### src/rtl/pce_pkg.sv
// Shared types, effect codes and register indexes for the palette color effect unit.
package pce_pkg;

  // Hue coefficients: signed, twelve fraction bits by default.
  localparam int COEF_W  = 14;
  localparam int LEVEL_W = 6;
  localparam int EFFECT_W = 2;
  localparam int CFG_ADDR_W = 3;
  localparam int CFG_DATA_W = 14;

  // Strength step limits and scale of the contrast and intensity gain.
  localparam int LEVEL_MAX  = 32;
  localparam int UNIT_SCALE = 256;
  localparam int LEVEL_STEP = 8;

  typedef logic signed [COEF_W-1:0] coef_t;
  typedef logic [LEVEL_W-1:0] level_t;

  // Effect codes; the last one passes the color through unchanged.
  typedef enum logic [EFFECT_W-1:0] {
    EFFECT_CONTRAST  = 2'd0,
    EFFECT_INTENSITY = 2'd1,
    EFFECT_HUE       = 2'd2,
    EFFECT_BYPASS    = 2'd3
  } effect_t;

  // Configuration register indexes.
  localparam logic [CFG_ADDR_W-1:0] REG_EFFECT       = 3'd0;
  localparam logic [CFG_ADDR_W-1:0] REG_LEVEL        = 3'd1;
  localparam logic [CFG_ADDR_W-1:0] REG_HUE_DIAG_RED = 3'd2;
  localparam logic [CFG_ADDR_W-1:0] REG_HUE_DIAG_GB  = 3'd3;
  localparam logic [CFG_ADDR_W-1:0] REG_HUE_MINUS    = 3'd4;
  localparam logic [CFG_ADDR_W-1:0] REG_HUE_PLUS     = 3'd5;

endpackage

### src/rtl/pce_scale.sv
// One channel of the contrast and intensity scaler with clamping.
module pce_scale import pce_pkg::*; #(
  parameter int CHANNEL_BITS = 5
) (
  input  logic [CHANNEL_BITS-1:0] x_i,
  input  level_t                  level_i,
  input  logic                    offset_en_i,
  output logic [CHANNEL_BITS-1:0] y_o
);

  localparam int GAIN_W = LEVEL_W + 4;
  localparam int PROD_W = GAIN_W + CHANNEL_BITS;
  localparam int TW     = PROD_W + 2;
  localparam int SHIFT  = 8;
  localparam int QW     = TW - SHIFT;
  localparam logic [QW-1:0] CH_MAX = QW'((1 << CHANNEL_BITS) - 1);

  logic [GAIN_W-1:0]    gain;
  logic [PROD_W-1:0]    prod;
  logic [TW-1:0]        offset;
  logic signed [TW-1:0] t;
  logic [QW-1:0]        q;

  // Gain of 256 + 8c applied to the channel.
  assign gain = GAIN_W'(UNIT_SCALE) + GAIN_W'({level_i, 3'b000});
  assign prod = gain * x_i;

  // Contrast pulls the midpoint back by 4c times the channel range.
  assign offset = offset_en_i ? (TW'(level_i) << (CHANNEL_BITS + 2)) : '0;
  assign t      = $signed({2'b00, prod}) - $signed(offset);
  assign q      = t[TW-1:SHIFT];

  // Negative or zero clamps to black, overflow clamps to full scale.
  always_comb begin
    if (t[TW-1] || (t == '0)) begin
      y_o = '0;
    end else if (q > CH_MAX) begin
      y_o = CH_MAX[CHANNEL_BITS-1:0];
    end else begin
      y_o = q[CHANNEL_BITS-1:0];
    end
  end

endmodule

### src/rtl/pce_hue_row.sv
// One row of the hue rotation matrix: three products, a sum, a floor shift and a clamp.
module pce_hue_row import pce_pkg::*; #(
  parameter int CHANNEL_BITS = 5,
  parameter int FRAC_BITS    = 12
) (
  input  logic [CHANNEL_BITS-1:0] red_i,
  input  logic [CHANNEL_BITS-1:0] green_i,
  input  logic [CHANNEL_BITS-1:0] blue_i,
  input  coef_t                   k_red_i,
  input  coef_t                   k_green_i,
  input  coef_t                   k_blue_i,
  output logic [CHANNEL_BITS-1:0] y_o
);

  localparam int SW = COEF_W + CHANNEL_BITS + 3;
  localparam int QW = SW - FRAC_BITS;
  localparam logic [QW-1:0] CH_MAX = QW'((1 << CHANNEL_BITS) - 1);

  logic signed [SW-1:0] p_red;
  logic signed [SW-1:0] p_green;
  logic signed [SW-1:0] p_blue;
  logic signed [SW-1:0] sum;
  logic [QW-1:0]        q;

  // Signed coefficient times unsigned channel.
  assign p_red   = SW'(k_red_i)   * SW'($signed({1'b0, red_i}));
  assign p_green = SW'(k_green_i) * SW'($signed({1'b0, green_i}));
  assign p_blue  = SW'(k_blue_i)  * SW'($signed({1'b0, blue_i}));
  assign sum     = p_red + p_green + p_blue;
  assign q       = sum[SW-1:FRAC_BITS];

  // Floor by the fraction bits and clamp to the channel range.
  always_comb begin
    if (sum[SW-1] || (sum == '0)) begin
      y_o = '0;
    end else if (q > CH_MAX) begin
      y_o = CH_MAX[CHANNEL_BITS-1:0];
    end else begin
      y_o = q[CHANNEL_BITS-1:0];
    end
  end

endmodule

### src/rtl/palette_color_effect_unit.sv
// Top level of the palette color effect unit: registers, pipeline and effect select.
//
// Usage: palette colors enter on the in_ stream, one word per color with red,
// green and blue packed in in_tdata and the run end in in_tlast. Each color
// leaves on the out_ stream as one word in the same layout, with out_tlast
// copied from the input. The effect (contrast, intensity, hue shift or pass
// through) and its strength or matrix coefficients come from the cfg_ write
// port; the user must write them only while no color is in flight, since the
// block does not enforce it. A color accepted into the input register passes
// through the arithmetic into the result register, which offers it on out_.
// Throughput: one color per cycle while out_tready is high, set by a two-register
// pipeline (input register, then result register) with all arithmetic between them.
// Reset (rst_n low, synchronous) empties both pipeline registers and loads the
// effect registers with contrast, level 0 and the identity hue matrix.
// When the receiver stalls, the result register holds its word and the input
// register still takes one more color; in_tready drops once both are full.
module palette_color_effect_unit import pce_pkg::*; #(
  parameter int CHANNEL_BITS = 5,
  parameter int FRAC_BITS    = 12,
  localparam int DATA_W      = ((3 * CHANNEL_BITS + 7) / 8) * 8
) (
  input  logic                  clk,
  input  logic                  rst_n,
  // Input stream.
  input  logic                  in_tvalid,
  output logic                  in_tready,
  input  logic [DATA_W-1:0]     in_tdata,  // red_in, green_in, blue_in, zero fill
  input  logic                  in_tlast,
  // Result stream.
  output logic                  out_tvalid,
  input  logic                  out_tready,
  output logic [DATA_W-1:0]     out_tdata, // red_out, green_out, blue_out, zero fill
  output logic                  out_tlast,
  // Configuration write port.
  input  logic                  cfg_we,
  input  logic [CFG_ADDR_W-1:0] cfg_addr,
  input  logic [CFG_DATA_W-1:0] cfg_wdata
);

  localparam int CB = CHANNEL_BITS;

  effect_t effect_r;
  level_t  level_r;
  coef_t   hue_diag_red_r;
  coef_t   hue_diag_gb_r;
  coef_t   hue_minus_r;
  coef_t   hue_plus_r;

  logic          s1_valid_r;
  logic [CB-1:0] s1_red_r;
  logic [CB-1:0] s1_green_r;
  logic [CB-1:0] s1_blue_r;
  logic          s1_last_r;

  logic          out_valid_r;
  logic [CB-1:0] out_red_r;
  logic [CB-1:0] out_green_r;
  logic [CB-1:0] out_blue_r;
  logic          out_last_r;

  logic          advance;
  level_t        level_sat;
  logic          offset_en;
  logic [CB-1:0] sc_red;
  logic [CB-1:0] sc_green;
  logic [CB-1:0] sc_blue;
  logic [CB-1:0] hue_red;
  logic [CB-1:0] hue_green;
  logic [CB-1:0] hue_blue;
  logic [CB-1:0] red_nxt;
  logic [CB-1:0] green_nxt;
  logic [CB-1:0] blue_nxt;

  // Configuration registers.
  always_ff @(posedge clk) begin
    if (!rst_n) begin
      effect_r       <= EFFECT_CONTRAST;
      level_r        <= '0;
      hue_diag_red_r <= coef_t'(4096);
      hue_diag_gb_r  <= coef_t'(4096);
      hue_minus_r    <= '0;
      hue_plus_r     <= '0;
    end else if (cfg_we) begin
      unique case (cfg_addr)
        REG_EFFECT:       effect_r       <= effect_t'(cfg_wdata[EFFECT_W-1:0]);
        REG_LEVEL:        level_r        <= cfg_wdata[LEVEL_W-1:0];
        REG_HUE_DIAG_RED: hue_diag_red_r <= coef_t'(cfg_wdata);
        REG_HUE_DIAG_GB:  hue_diag_gb_r  <= coef_t'(cfg_wdata);
        REG_HUE_MINUS:    hue_minus_r    <= coef_t'(cfg_wdata);
        REG_HUE_PLUS:     hue_plus_r     <= coef_t'(cfg_wdata);
        default: begin
        end
      endcase
    end
  end

  // Pipeline flow: the result register moves when empty or taken.
  assign advance   = !out_valid_r || out_tready;
  assign in_tready = !s1_valid_r || advance;

  // Input register.
  always_ff @(posedge clk) begin
    if (!rst_n) begin
      s1_valid_r <= 1'b0;
    end else if (in_tready) begin
      s1_valid_r <= in_tvalid;
    end
  end

  always_ff @(posedge clk) begin
    if (in_tready && in_tvalid) begin
      s1_red_r   <= in_tdata[CB-1:0];
      s1_green_r <= in_tdata[2*CB-1:CB];
      s1_blue_r  <= in_tdata[3*CB-1:2*CB];
      s1_last_r  <= in_tlast;
    end
  end

  // Strength saturates at the top step.
  assign level_sat = (level_r > level_t'(LEVEL_MAX)) ? level_t'(LEVEL_MAX) : level_r;
  assign offset_en = (effect_r == EFFECT_CONTRAST);

  // Contrast and intensity scalers, one per channel.
  pce_scale #(.CHANNEL_BITS(CB)) u_scale_red (
    .x_i(s1_red_r), .level_i(level_sat), .offset_en_i(offset_en), .y_o(sc_red)
  );
  pce_scale #(.CHANNEL_BITS(CB)) u_scale_green (
    .x_i(s1_green_r), .level_i(level_sat), .offset_en_i(offset_en), .y_o(sc_green)
  );
  pce_scale #(.CHANNEL_BITS(CB)) u_scale_blue (
    .x_i(s1_blue_r), .level_i(level_sat), .offset_en_i(offset_en), .y_o(sc_blue)
  );

  // Hue matrix rows; the matrix is circulant in the off-diagonal terms.
  pce_hue_row #(.CHANNEL_BITS(CB), .FRAC_BITS(FRAC_BITS)) u_hue_red (
    .red_i(s1_red_r), .green_i(s1_green_r), .blue_i(s1_blue_r),
    .k_red_i(hue_diag_red_r), .k_green_i(hue_minus_r), .k_blue_i(hue_plus_r),
    .y_o(hue_red)
  );
  pce_hue_row #(.CHANNEL_BITS(CB), .FRAC_BITS(FRAC_BITS)) u_hue_green (
    .red_i(s1_red_r), .green_i(s1_green_r), .blue_i(s1_blue_r),
    .k_red_i(hue_plus_r), .k_green_i(hue_diag_gb_r), .k_blue_i(hue_minus_r),
    .y_o(hue_green)
  );
  pce_hue_row #(.CHANNEL_BITS(CB), .FRAC_BITS(FRAC_BITS)) u_hue_blue (
    .red_i(s1_red_r), .green_i(s1_green_r), .blue_i(s1_blue_r),
    .k_red_i(hue_minus_r), .k_green_i(hue_plus_r), .k_blue_i(hue_diag_gb_r),
    .y_o(hue_blue)
  );

  // Effect select.
  always_comb begin
    unique case (effect_r)
      EFFECT_CONTRAST, EFFECT_INTENSITY: begin
        red_nxt   = sc_red;
        green_nxt = sc_green;
        blue_nxt  = sc_blue;
      end
      EFFECT_HUE: begin
        red_nxt   = hue_red;
        green_nxt = hue_green;
        blue_nxt  = hue_blue;
      end
      EFFECT_BYPASS: begin
        red_nxt   = s1_red_r;
        green_nxt = s1_green_r;
        blue_nxt  = s1_blue_r;
      end
      default: begin
        red_nxt   = s1_red_r;
        green_nxt = s1_green_r;
        blue_nxt  = s1_blue_r;
      end
    endcase
  end

  // Result register.
  always_ff @(posedge clk) begin
    if (!rst_n) begin
      out_valid_r <= 1'b0;
    end else if (advance) begin
      out_valid_r <= s1_valid_r;
    end
  end

  always_ff @(posedge clk) begin
    if (advance && s1_valid_r) begin
      out_red_r   <= red_nxt;
      out_green_r <= green_nxt;
      out_blue_r  <= blue_nxt;
      out_last_r  <= s1_last_r;
    end
  end

  assign out_tvalid = out_valid_r;
  assign out_tdata  = DATA_W'({out_blue_r, out_green_r, out_red_r});
  assign out_tlast  = out_last_r;

`ifndef NO_ASSERTIONS
  // A word in the input register always reaches the result register when it moves.
  a_s1_to_out: assert property (@(posedge clk) disable iff (!rst_n)
    (s1_valid_r && advance) |=> out_valid_r)
    else $error("input register word lost on advance");

  // Back-pressure only when both pipeline registers are full and the receiver stalls.
  a_ready_low: assert property (@(posedge clk) disable iff (!rst_n)
    !in_tready |-> (s1_valid_r && out_valid_r && !out_tready))
    else $error("in_tready low without a full stalled pipeline");

  // A stalled input register keeps its word.
  a_s1_hold: assert property (@(posedge clk) disable iff (!rst_n)
    (s1_valid_r && !advance) |=> (s1_valid_r && $stable(s1_red_r) && $stable(s1_last_r)))
    else $error("input register changed while stalled");

  // An effect write lands in the effect register.
  a_cfg_effect: assert property (@(posedge clk) disable iff (!rst_n)
    (cfg_we && (cfg_addr == REG_EFFECT)) |=> (effect_r == $past(cfg_wdata[EFFECT_W-1:0])))
    else $error("effect register write not taken");
`endif

endmodule
### config.mk
export PLATFORM = sky130hd
export DESIGN_NAME = palette_color_effect_unit
export DESIGN_NICKNAME = d
export VERILOG_FILES = /design/src/rtl/pce_pkg.sv /design/src/rtl/pce_scale.sv /design/src/rtl/pce_hue_row.sv /design/src/rtl/palette_color_effect_unit.sv
export SDC_FILE = /design/constraint.sdc
export NUM_CORES = 2
export LEC_CHECK = 0
export BUFFER_PORTS_ARGS = -buffer_cell sky130_fd_sc_hd__buf_2
export CAP_MARGIN = 0
export CELL_PAD_IN_SITES_DETAIL_PLACEMENT = 1
export CELL_PAD_IN_SITES_GLOBAL_PLACEMENT = 2
export CORE_AREA = 4 4 361 221
export DETAILED_ROUTE_END_ITERATION = 8
export DIE_AREA = 0 0 365 225
export PLACE_DENSITY_LB_ADDON = 0.3
export REMOVE_ABC_BUFFERS = 1
export SLEW_MARGIN = 15
export SYNTH_ARGS = -nofsm -noshare
export SYNTH_HDL_FRONTEND = slang
export SYNTH_SLANG_ARGS = --single-unit
### constraint.sdc
create_clock -name clk -period 12.2 [get_ports clk]
set_input_delay 2.44 -clock clk [delete_from_list [all_inputs] [get_ports clk]]
set_output_delay 2.44 -clock clk [all_outputs]
set_load 0.02 [all_outputs]
==> impl_summary.md <==
Final layout
The layout overhead on the synthesized area is 4.58%. The number of non-filler instances in the completed layout is roughly 5000. The net count of the finished layout is between 4000 and 5000.

The proportion of layout cells with a drive suffix above 1 is under 10%. At the end of the flow the core is filled with cells to between 40 and 50%.

Detailed routing
The first-pass detailed-route iteration total is 5. After detailed routing, the total wire length is approximately 110000 µm. Once detail routing completed, the nets flagged for antenna violations numbered 0. For this block, the initial DRC count from the detailed router was about 2200.

The detail-routed via count per cell is about 5.4. The detailed-route DRC error count is 0. The average routed wire per standard cell is about 22 µm.

The final route contains between 20000 and 30000 vias.

Power and ir drop
The combinational cell fraction of total power is 53.2%. The internal power of the cells totals about 0.80 mW. The power density over cell area is roughly 43 nW/µm². In this run the static leakage power is roughly 19 nW. The maximum resistive drop on vdd is roughly 0.000073 V. In this run switching power makes up between 40% and 50% of total power. The design draws approximately 1.5 mW.

The part of the total power dissipated in sequential elements is between 20 and 25%. The clock group share of total power is 21.9%. For this design the total switching power over the nets is between 0.7 and 0.8 mW.

Global route
The global-route wire length before repair is about 170000 µm. Global routing consumed, over all layers together, ~27% of the routing resources. Entering global routing, the biggest net connects 67 pins.

After global routing the overflow that remains totals 0. The number of antenna violations at the first check in global routing is 4. The via count of the first global-routing pass is ~27000.

Timing
The final period demand of the worst path is roughly 9000 ps. The count of endpoints failing hold in the final timing report came to 0. Setup repair after global routing left no endpoint under its margin. The part of the cycle the worst path needs is between 70% and 80%. The highest achievable clock rate is 0.112 GHz.

Setup violations remaining at the end of the flow were counted as 0. The number of pins with negative max-slew slack in the final report is 0. The headroom to the max-slew limit is a little under a quarter. Adding up every negative setup slack in the final design gives 0 ps. The transition time of the tightest slew-check pin is 1150 ps. The setup skew after layout is 18.5 ps.

Logic synthesis
The synthesized design contains 98 register bits. During synthesis, Yosys emitted a total of 0 warnings. The synthesized netlist occupies a cell area of around 34000 µm².

The share of synthesized area occupied by flip-flops and latches is under 10%. In the synthesized netlist, the cells that appear most often are inv_1 (720), and2_1 (620), fa_1 (504). The fraction of registers with async set/reset is 0%. The most used flip-flop cell after synthesis is dfxtp_1.

The area share of the largest cell type after synthesis is 29.6%. The library cell occupying the most area in the post-synthesis netlist is fa_1. The number of flops mapped to enable cells by yosys is 32. Among all cell types in the netlist, the one instantiated most often is inv_1.

The mean cell area of the mapped netlist is 8.48 µm². In the synthesized netlist, the number of instances is around 4000. Sorting the synthesized cells by area gives the leading types as fa_1 (30%), ha_1 (17%), and2_1 (11%). The count of unique library cells instantiated by Yosys is 80.

Setup path
The worst register-to-register path ends at out_red_r[1]. Counting cells, the worst reg-to-reg path comes to 24. The type of the worst setup path is flop to flop. The worst setup path is launched from a flop. The most used cell along the critical path is fa_1. STA classifies the critical path endpoint as a flop. Tracing the worst setup path back leads to its startpoint at s1_red_r[2]. Among cell families on the critical path, the largest total delay comes from compound AO/OA/AOI/OAI gates. For the worst setup path, the data required time is ~12000 ps. The maximum fanout along the worst path is 42. The number of buffers and inverters on the critical path is 4. Data on the critical path arrives at its endpoint at between 9000 and 10000 ps.

The largest individual stage delay along the critical path comes from the cell edfxtp_1. The beginning of the worst register-to-register path is s1_red_r[2]. The largest stage delay on the critical path is 790 ps. Setup slack on the worst reg-to-reg path comes out at about 3200 ps.

The critical path goes through buf_4 > and2_1 > fa_1 > fa_1 > inv_1 > fa_1 > inv_1 > ha_1 > or2_1 > a21oi_1 > o31ai_1 > o41ai_1 > o2111ai_1 > a21oi_1 > xor2_1 > fa_1 > inv_1 > ha_1 > a21boi_0 > o311ai_0 > o211ai_1 > o2111ai_1 > o21ai_0 > nand3_1.

Clock tree
Post-CTS repair changed the size of 0 cells. The root buffer cell chosen for the clock tree is clkbuf_16. For the worst-skew pair, the clock arrives at the later sink with an insertion delay of around 430 ps.

TritonCTS built the clock tree. The maximum clock insertion buffer count is 2. The number of H-tree branching levels is 3. Counting the buffers created by CTS gives 9. Once the clock tree was built, the setup fixing pass inserted 0 buffers. The clock transition at the register clock pins on the worst setup and hold paths after CTS is ~100 ps. Clock tree synthesis found a total of around 100 sinks. Buffers inserted to repair hold after CTS numbered 0.

Run
The number of max-capacitance violations reported is 0.

Status
The run finished with clean final reports.

Placed design
The placer congestion estimate is 0.875. The count of buffers added on input and output ports is between 50 and 60. In this run, placement finished with an instance count of between 4000 and 5000.

The HPWL after detailed placement is 87600 µm.

Floorplanning
The die covers between 80000 and 90000 µm². The number of ports placed on the die boundary is slightly below 60. The area of the core is ~77000 µm².

The die is between 200 and 250 µm tall. The initial core utilization is between 40 and 50%. The floorplan row count is 79. The floorplan step set the die width to 365 µm.

Min path
The worst hold path class is flop to flop. In this run the most critical hold path is launched from s1_last_r. The sink of the worst hold path is out_tlast. The hold path depth is 0.
==> worst max-delay path by stage <==
stage / to / slack (ps) / cells past startpoint
final: out_red_r[1] / 3240 / 24
after global routing: out_red_r[0] / 2830 / 24
after detailed placement: out_red_r[1] / 3440 / 24
after CTS: out_red_r[1] / 3370 / 24
after global placement: out_red_r[1] / 3520 / 24
after floorplan: out_green_r[3] / 5410 / 25
==> area by class of cell <==
type,count,area [µm²]
diodes,2,5.00
clock inverters,7,81.3
clock buffers,9,225
repair buffers,90,538
inverters,723,2720
fillers,9150,41000
flip-flops and latches,98,2280
multi-input cells,3041,28500
well taps,1012,1270
==> cells by family (layout without fill, tap and decap cells) <==
group                      after synthesis  count (layout)  share of synthesized area, %
other                                    1               3                        0.0110
buffers and inverters                  874             829                          9.66
DFF                                     98              98                          6.70
muxes                                   11              11                         0.323
AOI/OAI and AO/OA                      548             548                          10.6
xor gates and xnor gates               196             196                          5.08
and+or+nand+nor                       1316            1316                          20.9
adders and majority gates              969             969                          46.7
==> flip-flops by register name, summed over array words and instances (netlist names) <==
signal,flops
effect_r,2
hue_diag_gb_r,14
hue_diag_red_r,14
hue_minus_r,14
hue_plus_r,14
level_r,6
out_blue_r,5
out_green_r,5
out_red_r,5
out_tlast,1
out_tvalid,1
s1_blue_r,5
s1_green_r,5
s1_last_r,1
s1_red_r,5
s1_valid_r,1
==> metal layers <==
| layer | track usage [%] | share of wire (%) |
|---|---|---|
| met5 | 0 | 0 |
| met4 | 4.32 | 1.6 |
| met3 | 6.20 | 8.2 |
| met2 | 33.5 | 34 |
| met1 | 46.9 | 56 |
==> through the flow <==
step	setup slack, ps	cell area [µm²]	hold WS, ps
3_5_place_dp	3440	35300	407
6_report	3240	35600	429
3_3_place_gp	3520	35300	411
5_1_grt	2830	35600	435
4_1_cts	3370	35600	431
2_1_floorplan	5410	33500	400
==> placed cells by master (no fill, tap or decap), drive strengths merged, types with 32 or more instances in the layout <==
cell type,count
nor2b,45
ha,465
fa,504
buf,90
xnor2,105
nor2,107
a21boi,57
and2,620
nor3,56
nand2,307
inv,725
o21ai,91
a21oi,162
dfxtp,66
edfxtp,32
nand3,61
a21o,39
xor2,90
==> power by group through the flow <==
stage               Combinational, mW  Sequential, mW  Clock, mW
floorplan                       0.527           0.396          0
global placement                0.775           0.387          0
detailed placement              0.795           0.388          0
CTS                             0.801           0.381      0.344
global route                    0.906           0.383      0.352
finish                          0.814           0.381      0.335
==> worst reg2reg max path, cell delays in order (launching register included) <==
cell and delay, ps:
edfxtp_1 790, buf_4 700, and2_1 280, fa_1 440, fa_1 540, inv_1 50
fa_1 480, inv_1 40, ha_1 330, or2_1 230, a21oi_1 270, o31ai_1 210
o41ai_1 710, o2111ai_1 280, a21oi_1 260, xor2_1 120, fa_1 540, inv_1 40
ha_1 330, a21boi_0 360, o311ai_0 220, o211ai_1 140, o2111ai_1 340, o21ai_0 710
nand3_1 250
No activity file was read; power rests on OpenSTA's default activity.
